## config.mk

```make
export PLATFORM = sky130hd
export DESIGN_NAME = sobel_isqrt
export DESIGN_NICKNAME = d
export VERILOG_FILES = /design/src/rtl/sobel_pkg.sv /design/src/rtl/sobel_isqrt.sv
export SDC_FILE = /design/constraint.sdc
export NUM_CORES = 1
export LEC_CHECK = 0
export BUFFER_PORTS_ARGS = -buffer_cell sky130_fd_sc_hd__buf_2
export CORE_ASPECT_RATIO = 1.5
export CORE_UTILIZATION = 35
export DETAILED_ROUTE_END_ITERATION = 7
export PLACE_DENSITY = 0.57
export SETUP_SLACK_MARGIN = 0.1
export SLEW_MARGIN = 20
export SYNTH_ARGS = -nofsm -noshare
export SYNTH_HDL_FRONTEND = slang
export SYNTH_SLANG_ARGS = --single-unit
```

## constraint.sdc

```tcl
create_clock -name clock -period 2.2 [get_ports clock]
set_input_delay 0.44 -clock clock [delete_from_list [all_inputs] [get_ports clock]]
set_output_delay 0.44 -clock clock [all_outputs]
set_load 0.05 [all_outputs]
```

## src/rtl/sobel_pkg.sv

```systemverilog
// Shared types and constants of the Sobel edge magnitude stream.
// No dependencies; used by every module of the block.
`default_nettype none

package sobel_pkg;

   localparam int PIXEL_W          = 8;
   localparam int CSR_DATA_W       = 12;
   localparam int CSR_IDX_W        = 1;
   localparam int IMAGE_WIDTH_RST  = 640;
   localparam int IMAGE_HEIGHT_RST = 480;
   localparam int DEF_MAX_WIDTH    = 2048;
   localparam int DEF_MAX_HEIGHT   = 2048;
   localparam int MIN_DIM          = 3;

   // Result buffer depth; it covers the pipeline latency so the stream runs at full rate.
   localparam int FIFO_DEPTH = 16;

   // Gradient arithmetic.
   localparam int SUM_W  = PIXEL_W + 2;
   localparam int GRAD_W = SUM_W + 1;
   localparam int SQ_W   = 2 * GRAD_W - 2;
   localparam int RAD_W  = 2 * PIXEL_W;
   localparam int ROOT_W = PIXEL_W;

   typedef enum logic [CSR_IDX_W-1:0] {
      CSR_IMAGE_WIDTH  = 1'b0,
      CSR_IMAGE_HEIGHT = 1'b1
   } sobel_csr_type;

   typedef struct packed {
      logic row_last;
      logic frame_last;
   } sobel_mark_type;

   typedef struct packed {
      logic [PIXEL_W-1:0] edge_res;
      sobel_mark_type     mark;
   } sobel_res_type;

endpackage

`default_nettype wire

```

## src/rtl/sobel_isqrt.sv

```systemverilog
// Pipelined integer square root, one result bit per stage, with saturation.
// Depends on sobel_pkg.
`default_nettype none

module sobel_isqrt
   import sobel_pkg::*;
(
   input  logic              clock,
   input  logic              reset,
   input  logic              in_vld,
   input  logic [RAD_W-1:0]  in_rad,
   input  logic              in_sat,
   input  sobel_mark_type    in_mark,
   output logic              out_vld,
   output logic [ROOT_W-1:0] out_root,
   output sobel_mark_type    out_mark
);

   localparam int TRIAL_W = RAD_W + 1;

   logic              vld_ff  [ROOT_W];
   logic [ROOT_W-1:0] root_ff [ROOT_W];
   logic [ROOT_W-1:0] root_in [ROOT_W];
   logic              sat_ff  [ROOT_W];
   sobel_mark_type    mark_ff [ROOT_W];
   logic [RAD_W-1:0]  rem_ff  [ROOT_W-1];
   logic [RAD_W-1:0]  rem_in  [ROOT_W-1];
   logic [RAD_W-1:0]  rem_src [ROOT_W];
   logic [ROOT_W-1:0] root_src[ROOT_W];

   // Each stage tries the next lower root bit: the remainder keeps rad - root*root.
   always_comb begin
      logic [TRIAL_W-1:0] trial;
      logic [TRIAL_W-1:0] rem_ext;
      rem_src[0]  = in_rad;
      root_src[0] = '0;
      for (int i = 1; i < ROOT_W; i++) begin
         rem_src[i]  = rem_ff[i-1];
         root_src[i] = root_ff[i-1];
      end
      for (int i = 0; i < ROOT_W; i++) begin
         trial   = (TRIAL_W'(root_src[i]) << (ROOT_W - i))
                 | (TRIAL_W'(1) << (2 * (ROOT_W - 1 - i)));
         rem_ext = TRIAL_W'(rem_src[i]);
         if (rem_ext >= trial) begin
            root_in[i] = root_src[i] | (ROOT_W'(1) << (ROOT_W - 1 - i));
            if (i < ROOT_W - 1) begin
               rem_in[i] = RAD_W'(rem_ext - trial);
            end
         end else begin
            root_in[i] = root_src[i];
            if (i < ROOT_W - 1) begin
               rem_in[i] = rem_src[i];
            end
         end
      end
   end

   always_ff @(posedge clock) begin
      if (reset) begin
         for (int i = 0; i < ROOT_W; i++) begin
            vld_ff[i] <= 1'b0;
         end
      end else begin
         vld_ff[0] <= in_vld;
         for (int i = 1; i < ROOT_W; i++) begin
            vld_ff[i] <= vld_ff[i-1];
         end
      end
   end

   always_ff @(posedge clock) begin
      sat_ff[0]  <= in_sat;
      mark_ff[0] <= in_mark;
      for (int i = 1; i < ROOT_W; i++) begin
         sat_ff[i]  <= sat_ff[i-1];
         mark_ff[i] <= mark_ff[i-1];
      end
      for (int i = 0; i < ROOT_W; i++) begin
         root_ff[i] <= root_in[i];
      end
      for (int i = 0; i < ROOT_W - 1; i++) begin
         rem_ff[i] <= rem_in[i];
      end
   end

   assign out_vld  = vld_ff[ROOT_W-1];
   assign out_root = sat_ff[ROOT_W-1] ? '1 : root_ff[ROOT_W-1];
   assign out_mark = mark_ff[ROOT_W-1];

endmodule

`default_nettype wire

```

=== After elaboration in Yosys (flattened, before gate mapping) ===
Memories as Yosys holds them, arrays and structs flattened.
Cells that the tools add are included.

* Add/sub/neg operators: 7
* Magnitude comparators: 8
* Muxes and demuxes: 27
* Bitwise gates (word level): 8

{| class="wikitable"
|+ Operators by type and width
! kind !! count
|-
| two-way mux 16 bit || 7
|-
| greater-or-equal comparator 16 x 10 -> 1 bit || 1
|-
| greater-or-equal comparator 16 x 11 -> 1 bit || 1
|-
| greater-or-equal comparator 16 x 12 -> 1 bit || 1
|-
| greater-or-equal comparator 16 x 13 -> 1 bit || 1
|-
| greater-or-equal comparator 16 x 14 -> 1 bit || 1
|-
| greater-or-equal comparator 16 x 15 -> 1 bit || 1
|-
| greater-or-equal comparator 16 x 15 -> 1 bit, second input constant || 1
|-
| greater-or-equal comparator 16 x 9 -> 1 bit || 1
|-
| two-way mux 8 bit || 2
|-
| subtractor 16 x 10 -> 16 bit || 1
|-
| subtractor 16 x 11 -> 16 bit || 1
|-
| subtractor 16 x 12 -> 16 bit || 1
|-
| subtractor 16 x 13 -> 16 bit || 1
|-
| subtractor 16 x 14 -> 16 bit || 1
|-
| subtractor 16 x 15 -> 16 bit || 1
|-
| subtractor 16 x 15 -> 16 bit, second input constant || 1
|-
| two-way mux 1 bit || 12
|-
| OR 1 bit || 8
|-
| two-way mux 7 bit || 1
|-
| two-way mux 6 bit || 1
|-
| two-way mux 5 bit || 1
|-
| two-way mux 4 bit || 1
|-
| two-way mux 3 bit || 1
|-
| two-way mux 2 bit || 1
|}

* Bits in registers: 0
* Bits in writable memories: 208
* Output and inout bits: 11
* Memories: 5

{| class="wikitable"
|+ Memory list
! name !! depth !! bits a word !! read ports !! clocked after memory_dff !! wr ports !! RTL line !! RTL
|-
| rem_ff || 7 || 16 || 7 || 0 || 7 || sobel_isqrt.sv:26 || <nowiki>logic [RAD_W-1:0] rem_ff [ROOT_W-1];</nowiki>
|-
| root_ff || 8 || 8 || 8 || 0 || 8 || sobel_isqrt.sv:22 || <nowiki>logic [ROOT_W-1:0] root_ff [ROOT_W];</nowiki>
|-
| mark_ff || 8 || 2 || 8 || 0 || 8 || sobel_isqrt.sv:25 || <nowiki>sobel_mark_type mark_ff [ROOT_W];</nowiki>
|-
| sat_ff || 8 || 1 || 8 || 0 || 8 || sobel_isqrt.sv:24 || <nowiki>logic sat_ff [ROOT_W];</nowiki>
|-
| vld_ff || 8 || 1 || 8 || 0 || 8 || sobel_isqrt.sv:21 || <nowiki>logic vld_ff [ROOT_W];</nowiki>
|}

=== Depth between registers and ports, before layout ===
Gate-level depths: netlist (run 1).

* Depth in word-level cells: 3
* Depth in mapped cells: 9
* Gate-level depth less buffers: 8

=== Least setup slack after synthesis (run 1) ===
Ideal clock, no wire load.

* Path type: register -> register
* From: memory root_ff[0][21] (netlist name)
* To: memory rem_ff[3][13] (netlist name)
* Library setup time: 0.072 ns
* Data arrival time: 1.949 ns
* Required time: 2.128 ns
* Slack: 0.179 ns
* Cell stages (with the launch flop): 10
* Buffers on the path: 1
* Path through: dfxtp_1 inv_1 ha_1 nor2b_1 o21ai_1 a21boi_1 or4_1 buf_2 nand3b_1 xnor2_1

{| class="wikitable"
|+ RTL lines
! what !! RTL line
|-
| start: declaration || sobel_isqrt.sv:22
|-
| end: declaration || sobel_isqrt.sv:26
|}

==> results of run 1 <==
-- routing by layer --
| layer | part of all wire | vias to the layer above | track usage |
|---|---|---|---|
| met4 | 0.048 | 0 | 0.0812 |
| li1 | - | 1987 | - |
| met1 | 0.34 | 1771 | 0.107 |
| met2 | 0.59 | 79 | 0.269 |
| met3 | 0.027 | 35 | 0.0375 |
| met5 | 0 | - | 0 |
-- worst max-delay path by stage --
stage / depth (start not counted) / endpoint / slack (ns) / start
2_1_floorplan: 9 / rem_ff[3][13] / 0.18 / root_ff[0][21]
3_3_place_gp: 7 / rem_ff[3][11] / 0.1 / root_ff[0][21]
3_5_place_dp: 8 / rem_ff[4][13] / -0.02 / root_ff[0][30]
4_1_cts: 9 / rem_ff[5][8] / 0.08 / root_ff[1][3]
5_1_grt: 8 / rem_ff[5][14] / 0.06 / root_ff[1][3]
6_report: 9 / rem_ff[5][15] / 0.14 / root_ff[1][7]
-- metrics by stage --
| stage | setup slack (ns) | TNS, ns | utilization | area (sq um) | cells |
|---|---|---|---|---|---|
| floorplan | 0.179 | 0 | - | 6090 | 552 |
| global route | 0.0635 | 0 | 0.443 | 7500 | 842 |
| global placement | 0.0959 | 0 | 0.389 | 6570 | 801 |
| finish | 0.141 | 0 | 0.443 | 7500 | 842 |
| detailed placement | -0.0235 | -0.0235 | 0.389 | 6570 | 801 |
| CTS | 0.0843 | 0 | 0.429 | 7250 | 833 |
-- Yosys cell counts (all sizes together) --
cell,number
dfxtp,180
inv,48
ha,40
nand2,40
nor2,34
o21ai,31
xor2,19
xnor2,16
a21oi,14
nor2b,13
nor3,13
nor4,12
o21a,11
or2,10
buf,6
or3,6
nor4b,5
a21o,4
mux2i,4
o31ai,4
a211oi,3
a22o,3
mux2,3
nand2b,3
nand3,3
nand3b,3
or4b,3
a21boi,2
a31oi,2
and3,2
nand4,2
nand4b,2
a2111oi,1
a211o,1
a221oi,1
a311o,1
and2,1
nor3b,1
o211a,1
o211ai,1
o21bai,1
o31a,1
or4,1
-- critical path, delay by kind of cell (launching register included) --
| family | cells | cell delay [ns] |
|---|---|---|
| AO/OA/AOI/OAI | 1 | 0.22 |
| XOR/XNOR | 1 | 0.17 |
| adder cells (fa/ha/maj) | 1 | 0.36 |
| buffers and inverters | 2 | 0.21 |
| flip-flops | 1 | 0.35 |
| AND/OR/NAND/NOR | 4 | 0.66 |
-- what timing repair did --
item                       CTS  global route
gates cloned                 0             1
setup endpoints to repair   16            42
hold buffers                 0             0
pin swaps                    4            12
buffers inserted             0             8
gates resized for setup      7            39
-- cell type report --
| class | instances | area [sq um] | area share |
|---|---|---|---|
| Tap cell | 210 | 263 | 0.0351 |
| Clock buffer | 18 | 439 | 0.0586 |
| Multi-Input combinational cell | 319 | 2490 | 0.332 |
| Inverter | 48 | 180 | 0.0240 |
| Sequential cell | 180 | 3610 | 0.481 |
| Timing Repair Buffer | 53 | 329 | 0.0439 |
| Clock inverter | 14 | 188 | 0.0250 |
-- where the power goes --
| part | switching, W | total (W) | internal [W] |
|---|---|---|---|
| logic | 0.00178 | 0.00341 | 0.00163 |
| clock network | 0.00130 | 0.00316 | 0.00186 |
| registers | 0.000447 | 0.00441 | 0.00396 |
| total | 0.00353 | 0.0110 | 0.00745 |
-- logic make-up (layout without fill, tap and decap cells) --
group	count (synthesis)	count (layout)	synth area share
AND/OR/NAND/NOR	154	154	0.136
multiplexers	7	7	0.0121
AO/OA/AOI/OAI	82	83	0.0915
buffers and inverters	54	133	0.0354
XOR/XNOR	35	35	0.0504
flip-flops	180	180	0.592
adder cells (fa/ha/maj)	40	40	0.0822
-- flip-flops by register name, summed over array words and instances (netlist names) --
signal and cells:
sat_ff 8, mark_ff 16, rem_ff 112, root_ff 36
vld_ff 8
==> results.py, run 1 <==
metrics = {
    "floorplanning": {
        "die_area_sq_um": 17900,
        "initial_core_util": 0.360,
        "core_sq_um": 16900,
        "die_h_microns": 164,
        "rows": 58,
        "die-width_microns": 110,
        "io_pins": 33,
    },
    "synthesis": {
        "yosys.area.top_type_share": 0.592,
        "synth_area_per_cell_sq_um": 11.0,
        "synth_warnings": 0,
        "syn-num-nets": 614,
        "netlist_area_sq_um": 6090,
        "synth-seq-area-share": 0.592,
        "yosysTopAreaCell": "dfxtp_1",
        "synth.distinct_cells": 54,
        "netlist_instances": 552,
        "ys_seq_elements": 180,
        "synth_area_leaders": "dfxtp_1 (59%), ha_1 (8.2%), inv_1 (2.9%), xor2_1 (2.7%), nand2_1 (2.5%)",
    },
    "clock_network": {
        "clk_pin_slew_worst_paths_ns": 0.07,
        "cts_tree": "built",
        "cts-buffers-inserted": 17,
        "clockBufferDepth": 2,
        "numClockSinks": 180,
        "clk_latency_ns": 0.42,
        "root_buffer": "clkbuf_16",
        "cts_max_level": 4,
    },
    "setup_path": {
        "path_cells": "inv_1 > ha_1 > nor2b_4 > nand3_2 > a31oi_2 > nor3_4 > buf_4 > nor4b_2 > xor2_1",
        "reg2reg_from": "root_ff[1][7]",
        "critical_path_arrival_ns": 2.41,
        "reg2reg_slack_ns": 0.14,
        "r2r-end": "rem_ff[5][15]",
        "crit_type": "flip-flop to flip-flop",
        "cp-start-kind": "flip-flop",
        "required_ns": 2.55,
        "worstPathMaxFanout": 5,
        "critPathCaptureType": "flip-flop",
        "max_stage_delay_ns": 0.36,
        "crit_slowest_cell": "ha_1",
        "reg2regPathDepth": 9,
    },
    "power": {
        "cellLeakagePower_nw": 3.28,
        "ir_drop_mv": 0.660,
        "p_total_w": 0.0110,
        "power_density_nw_per_um2": 1460,
    },
    "placed_design": {
        "portBuffers": 32,
        "post-dp-hpwl_microns": 8240,
        "place_congestion": 0.915,
    },
    "global_routing": {
        "grt_pass1_wl_microns": 17700,
        "grt_pass1_vias": 3968,
        "grtUsageTotal": 0.133,
        "antenna_found_initial": 0,
        "grt-ovfl-total": 0,
        "grt_max_degree": 18,
    },
    "hold_path": {
        "hold_path_class": "input pin to flip-flop",
        "holdPathStages": 1,
        "worst_hold_path.endpoint": "rem_ff[0][6]",
        "hold_path.startpoint": "in_rad[6]",
    },
    "timing": {
        "fmax_ghz": 0.486,
        "setup_violations": 0,
        "rsz0062_at_grt": "yes",
        "period_share": 0.936,
        "finalCriticalPeriod_ns": 2.06,
        "worst_pin_slew_ns": 0.527,
        "worst_hold_slack_ns": 0.115,
        "clock_skew_ns": 0.00746,
        "finalHoldViolCount": 0,
        "slew_viol_final": 0,
        "slew_headroom": 0.645,
    },
    "detailed_routing": {
        "ant_nets": 0,
        "drc": 0,
        "drtIter0Drc": 146,
        "firstDrtPassIters": 4,
        "drt-total-wl_microns": 11200,
        "wl_per_cell_microns": 13.3,
        "vias_per_cell": 4.60,
        "vias": 3872,
    },
    "cells_and_area": {
        "fillers": 1575,
        "final_cell_mix": "dfxtp_1 (176), inv_1 (46), nand2_1 (39), ha_1 (32), buf_2 (32)",
        "antenna_cells": 0,
        "syn_to_final_growth_pct": 23.2,
        "nets": 681,
        "drive_above_1_share": 0.220,
        "final_common_cell": "dfxtp_1",
    },
    "status": {
        "outcome": "finished, final reports clean",
    },
    "run": {
        "max-cap-violations": 0,
    },
}
Power figures use the tool's default switching activity.
==> inputs of run 2 (changes only) <==
--- a/config.mk
+++ b/config.mk
@@ -5,13 +5,14 @@
 export SDC_FILE = /design/constraint.sdc
 export NUM_CORES = 1
 export LEC_CHECK = 0
+export ABC_AREA = 1
 export BUFFER_PORTS_ARGS = -buffer_cell sky130_fd_sc_hd__buf_2
 export CORE_ASPECT_RATIO = 1.5
 export CORE_UTILIZATION = 35
+export CTS_BUF_LIST = sky130_fd_sc_hd__clkbuf_4 sky130_fd_sc_hd__clkbuf_8
 export DETAILED_ROUTE_END_ITERATION = 7
-export PLACE_DENSITY = 0.57
+export PLACE_DENSITY = 0.56
 export SETUP_SLACK_MARGIN = 0.1
-export SLEW_MARGIN = 20
 export SYNTH_ARGS = -nofsm -noshare
 export SYNTH_HDL_FRONTEND = slang
 export SYNTH_SLANG_ARGS = --single-unit
==> run 2 against run 1 <==
Largest cell class unchanged; worst hold slack worse by 0.049 ns; core utilization down 3.9 points; register-to-register slack better by 0.16 ns; final cell count up 36%; synthesized area up 13%; power down 3.5%; clock-buffer cell count unchanged; critical path type unchanged; via count up 27%; setup slack better by 0.16 ns.
==> results.py, run 2 <==
metrics = {
    "timing": {
        "period_share": 0.863,
        "fmax_ghz": 0.527,
        "slew_headroom": 0.709,
        "worst_pin_slew_ns": 0.434,
        "finalHoldViolCount": 0,
        "finalCriticalPeriod_ns": 1.90,
        "slew_viol_final": 0,
        "rsz0062_at_grt": "no",
        "setup_tns_ns": 0,
        "clock_skew_ns": 0.0108,
        "setup_violations": 0,
    },
    "placed_design": {
        "dpl_cell_area_sq_um": 7300,
        "numPlacedInstances": 1109,
        "portBuffers": 32,
        "post-dp-hpwl_microns": 10000,
        "place_congestion": 0.890,
    },
    "floorplanning": {
        "rows": 62,
        "die_area_sq_um": 20200,
        "core_sq_um": 19200,
        "die_h_microns": 173,
        "die-width_microns": 116,
        "initial_core_util": 0.358,
        "io_pins": 33,
    },
    "global_routing": {
        "grtUsageTotal": 0.135,
        "grt_pass1_vias": 4771,
        "grt_pass1_wl_microns": 20600,
        "grt_max_degree": 19,
        "grt-ovfl-total": 0,
        "antenna_found_initial": 0,
    },
    "clock_network": {
        "clk_latency_ns": 0.46,
        "clockBufferDepth": 2,
        "postCtsSetupBuffers": 0,
        "cts_max_level": 4,
        "postCtsHoldBufs": 0,
        "ctsResizeCount": 0,
        "cts-buffers-inserted": 17,
        "clk_pin_slew_worst_paths_ns": 0.10,
        "root_buffer": "clkbuf_8",
        "numClockSinks": 180,
        "cts_tree": "built",
    },
    "synthesis": {
        "netlist_instances": 825,
        "synth_area_per_cell_sq_um": 8.31,
        "synthFlopType": "dfxtp_1",
        "synthMostInstantiatedCell": "nand2_1",
        "synth_edf_count": 0,
        "synth_common_cells": "nand2_1 (222), dfxtp_1 (180), inv_1 (127)",
        "yosysTopAreaCell": "dfxtp_1",
        "synthArstFlopShare": 0,
        "synth-seq-area-share": 0.526,
        "synth_area_leaders": "dfxtp_1 (53%), nand2_1 (12%), ha_1 (7.3%), inv_1 (7.0%), nor2_1 (3.9%)",
        "yosys.area.top_type_share": 0.526,
        "syn-num-nets": 887,
        "synth_warnings": 0,
        "netlist_area_sq_um": 6850,
        "ys_seq_elements": 180,
        "synth.distinct_cells": 32,
    },
    "run": {
        "max-cap-violations": 0,
    },
    "cells_and_area": {
        "drive_above_1_share": 0.133,
        "reg_top3": "rem_ff x112, root_ff x36, mark_ff x16",
        "final_cell_mix": "nand2_1 (222), dfxtp_1 (180), inv_1 (127), nor2_1 (71), nand3_1 (44)",
        "finalNonFillerCells": 1145,
        "antenna_cells": 0,
        "final_common_cell": "nand2_1",
        "syn_to_final_growth_pct": 13.1,
        "fillers": 1967,
        "largest_register": "rem_ff",
        "finalInstanceArea_sq_um": 7750,
        "largest_reg_flops": 112,
        "nets": 939,
        "final_util": 0.405,
    },
    "power": {
        "power_density_nw_per_um2": 1370,
        "power_switching_w": 0.00411,
        "cellLeakagePower_nw": 3.95,
        "p_int_w": 0.00648,
        "ir_drop_mv": 0.668,
        "switching_share": 0.388,
        "power_frac_comb": 0.375,
        "clockPowerShare": 0.214,
        "pwr-share-seq": 0.411,
    },
    "detailed_routing": {
        "wl_per_cell_microns": 10.8,
        "vias": 4910,
        "drt-total-wl_microns": 12400,
        "firstDrtPassIters": 4,
        "drtIter0Drc": 158,
        "ant_nets": 0,
        "drc": 0,
        "vias_per_cell": 4.29,
    },
    "setup_path": {
        "worstPathMaxFanout": 15,
        "cp-start-kind": "flip-flop",
        "critPathCaptureType": "flip-flop",
        "required_ns": 2.54,
        "critical_path_arrival_ns": 2.24,
        "crit_type": "flip-flop to flip-flop",
    },
    "status": {
        "outcome": "finished, final reports clean",
    },
    "hold_path": {
        "hold_path_class": "input pin to flip-flop",
    },
}
==> run 2: changes by cell type in the layout (fill, tap and decap cells not counted), moves of 12 or more <==
cell	change
inv_1	+81
nand3_1	+42
clkbuf_8	+17
buf_4	-13
nand2_1	+183
nand4_1	+12
clkbuf_16	-17
nor2_1	+40
o21ai_1	-14
==> run 2: area by class of cell <==
type | instances | area (sq um) | area share
timing repair buffer | 38 | 218 | 0.0281
clock buffer | 18 | 248 | 0.0320
inverter | 132 | 495 | 0.0639
multi-input combinational | 508 | 2710 | 0.350
tap | 256 | 320 | 0.0413
sequential | 180 | 3600 | 0.465
clock inverter | 13 | 159 | 0.0205
==> run 2: worst paths after layout <==
| check | startpoint | endpoint | slack (ns) | depth (start not counted) |
|---|---|---|---|---|
| max reg2reg | root_ff[0][31] | rem_ff[4][7] | 0.30 | 8 |
| min reg2reg | sat_ff[0][2] | sat_ff[0][3] | 0.32 | 0 |
| max | root_ff[0][31] | rem_ff[4][7] | 0.30 | 8 |
| min | in_rad[7] | rem_ff[0][7] | 0.07 | 1 |
==> run 2: per-layer routing <==
metal,share of wire,vias up,global-route usage
met2,0.57,74,0.265
met5,0,-,0
met1,0.35,2138,0.114
met3,0.026,40,0.0367
met4,0.049,0,0.0871
li1,-,2658,-
==> run 2: through the flow <==
step,hold WS (ns),worst slack [ns],power (W)
floorplan,0.310,0.611,0.00752
global placement,0.310,0.251,0.00836
detailed placement,0.312,0.199,0.00841
CTS,0.0301,0.200,0.0107
global route,0.0246,0.117,0.0115
finish,0.0661,0.301,0.0106
==> run 2: critical path, stage by stage, from the launching register on <==
cell and delay (ns):
dfxtp_1 0.34, inv_1 0.04, ha_1 0.34, a21oi_2 0.25
o21ai_0 0.15, nor2_2 0.17, nand3_2 0.29, nand2_1 0.13
o21ai_0 0.08
==> run 2: power groups by stage <==
| stage | clock [W] | sequential (W) | combinational [W] |
|---|---|---|---|
| 2_1_floorplan | 0 | 0.00431 | 0.00321 |
| 4_1_cts | 0.00235 | 0.00436 | 0.00398 |
| 5_1_grt | 0.00249 | 0.00445 | 0.00458 |
| 3_3_place_gp | 0 | 0.00444 | 0.00392 |
| 3_5_place_dp | 0 | 0.00444 | 0.00397 |
| 6_report | 0.00226 | 0.00436 | 0.00397 |
==> run 2: logic make-up (layout without fill, tap and decap cells) <==
logic type / after synthesis / count (layout) / share of synthesized area
simple gates: 400 / 400 / 0.254
buf+inv: 137 / 201 / 0.0789
fa+ha+maj: 40 / 40 / 0.0730
compound gates: 48 / 48 / 0.0424
flops: 180 / 180 / 0.526
xor+xnor: 20 / 20 / 0.0256
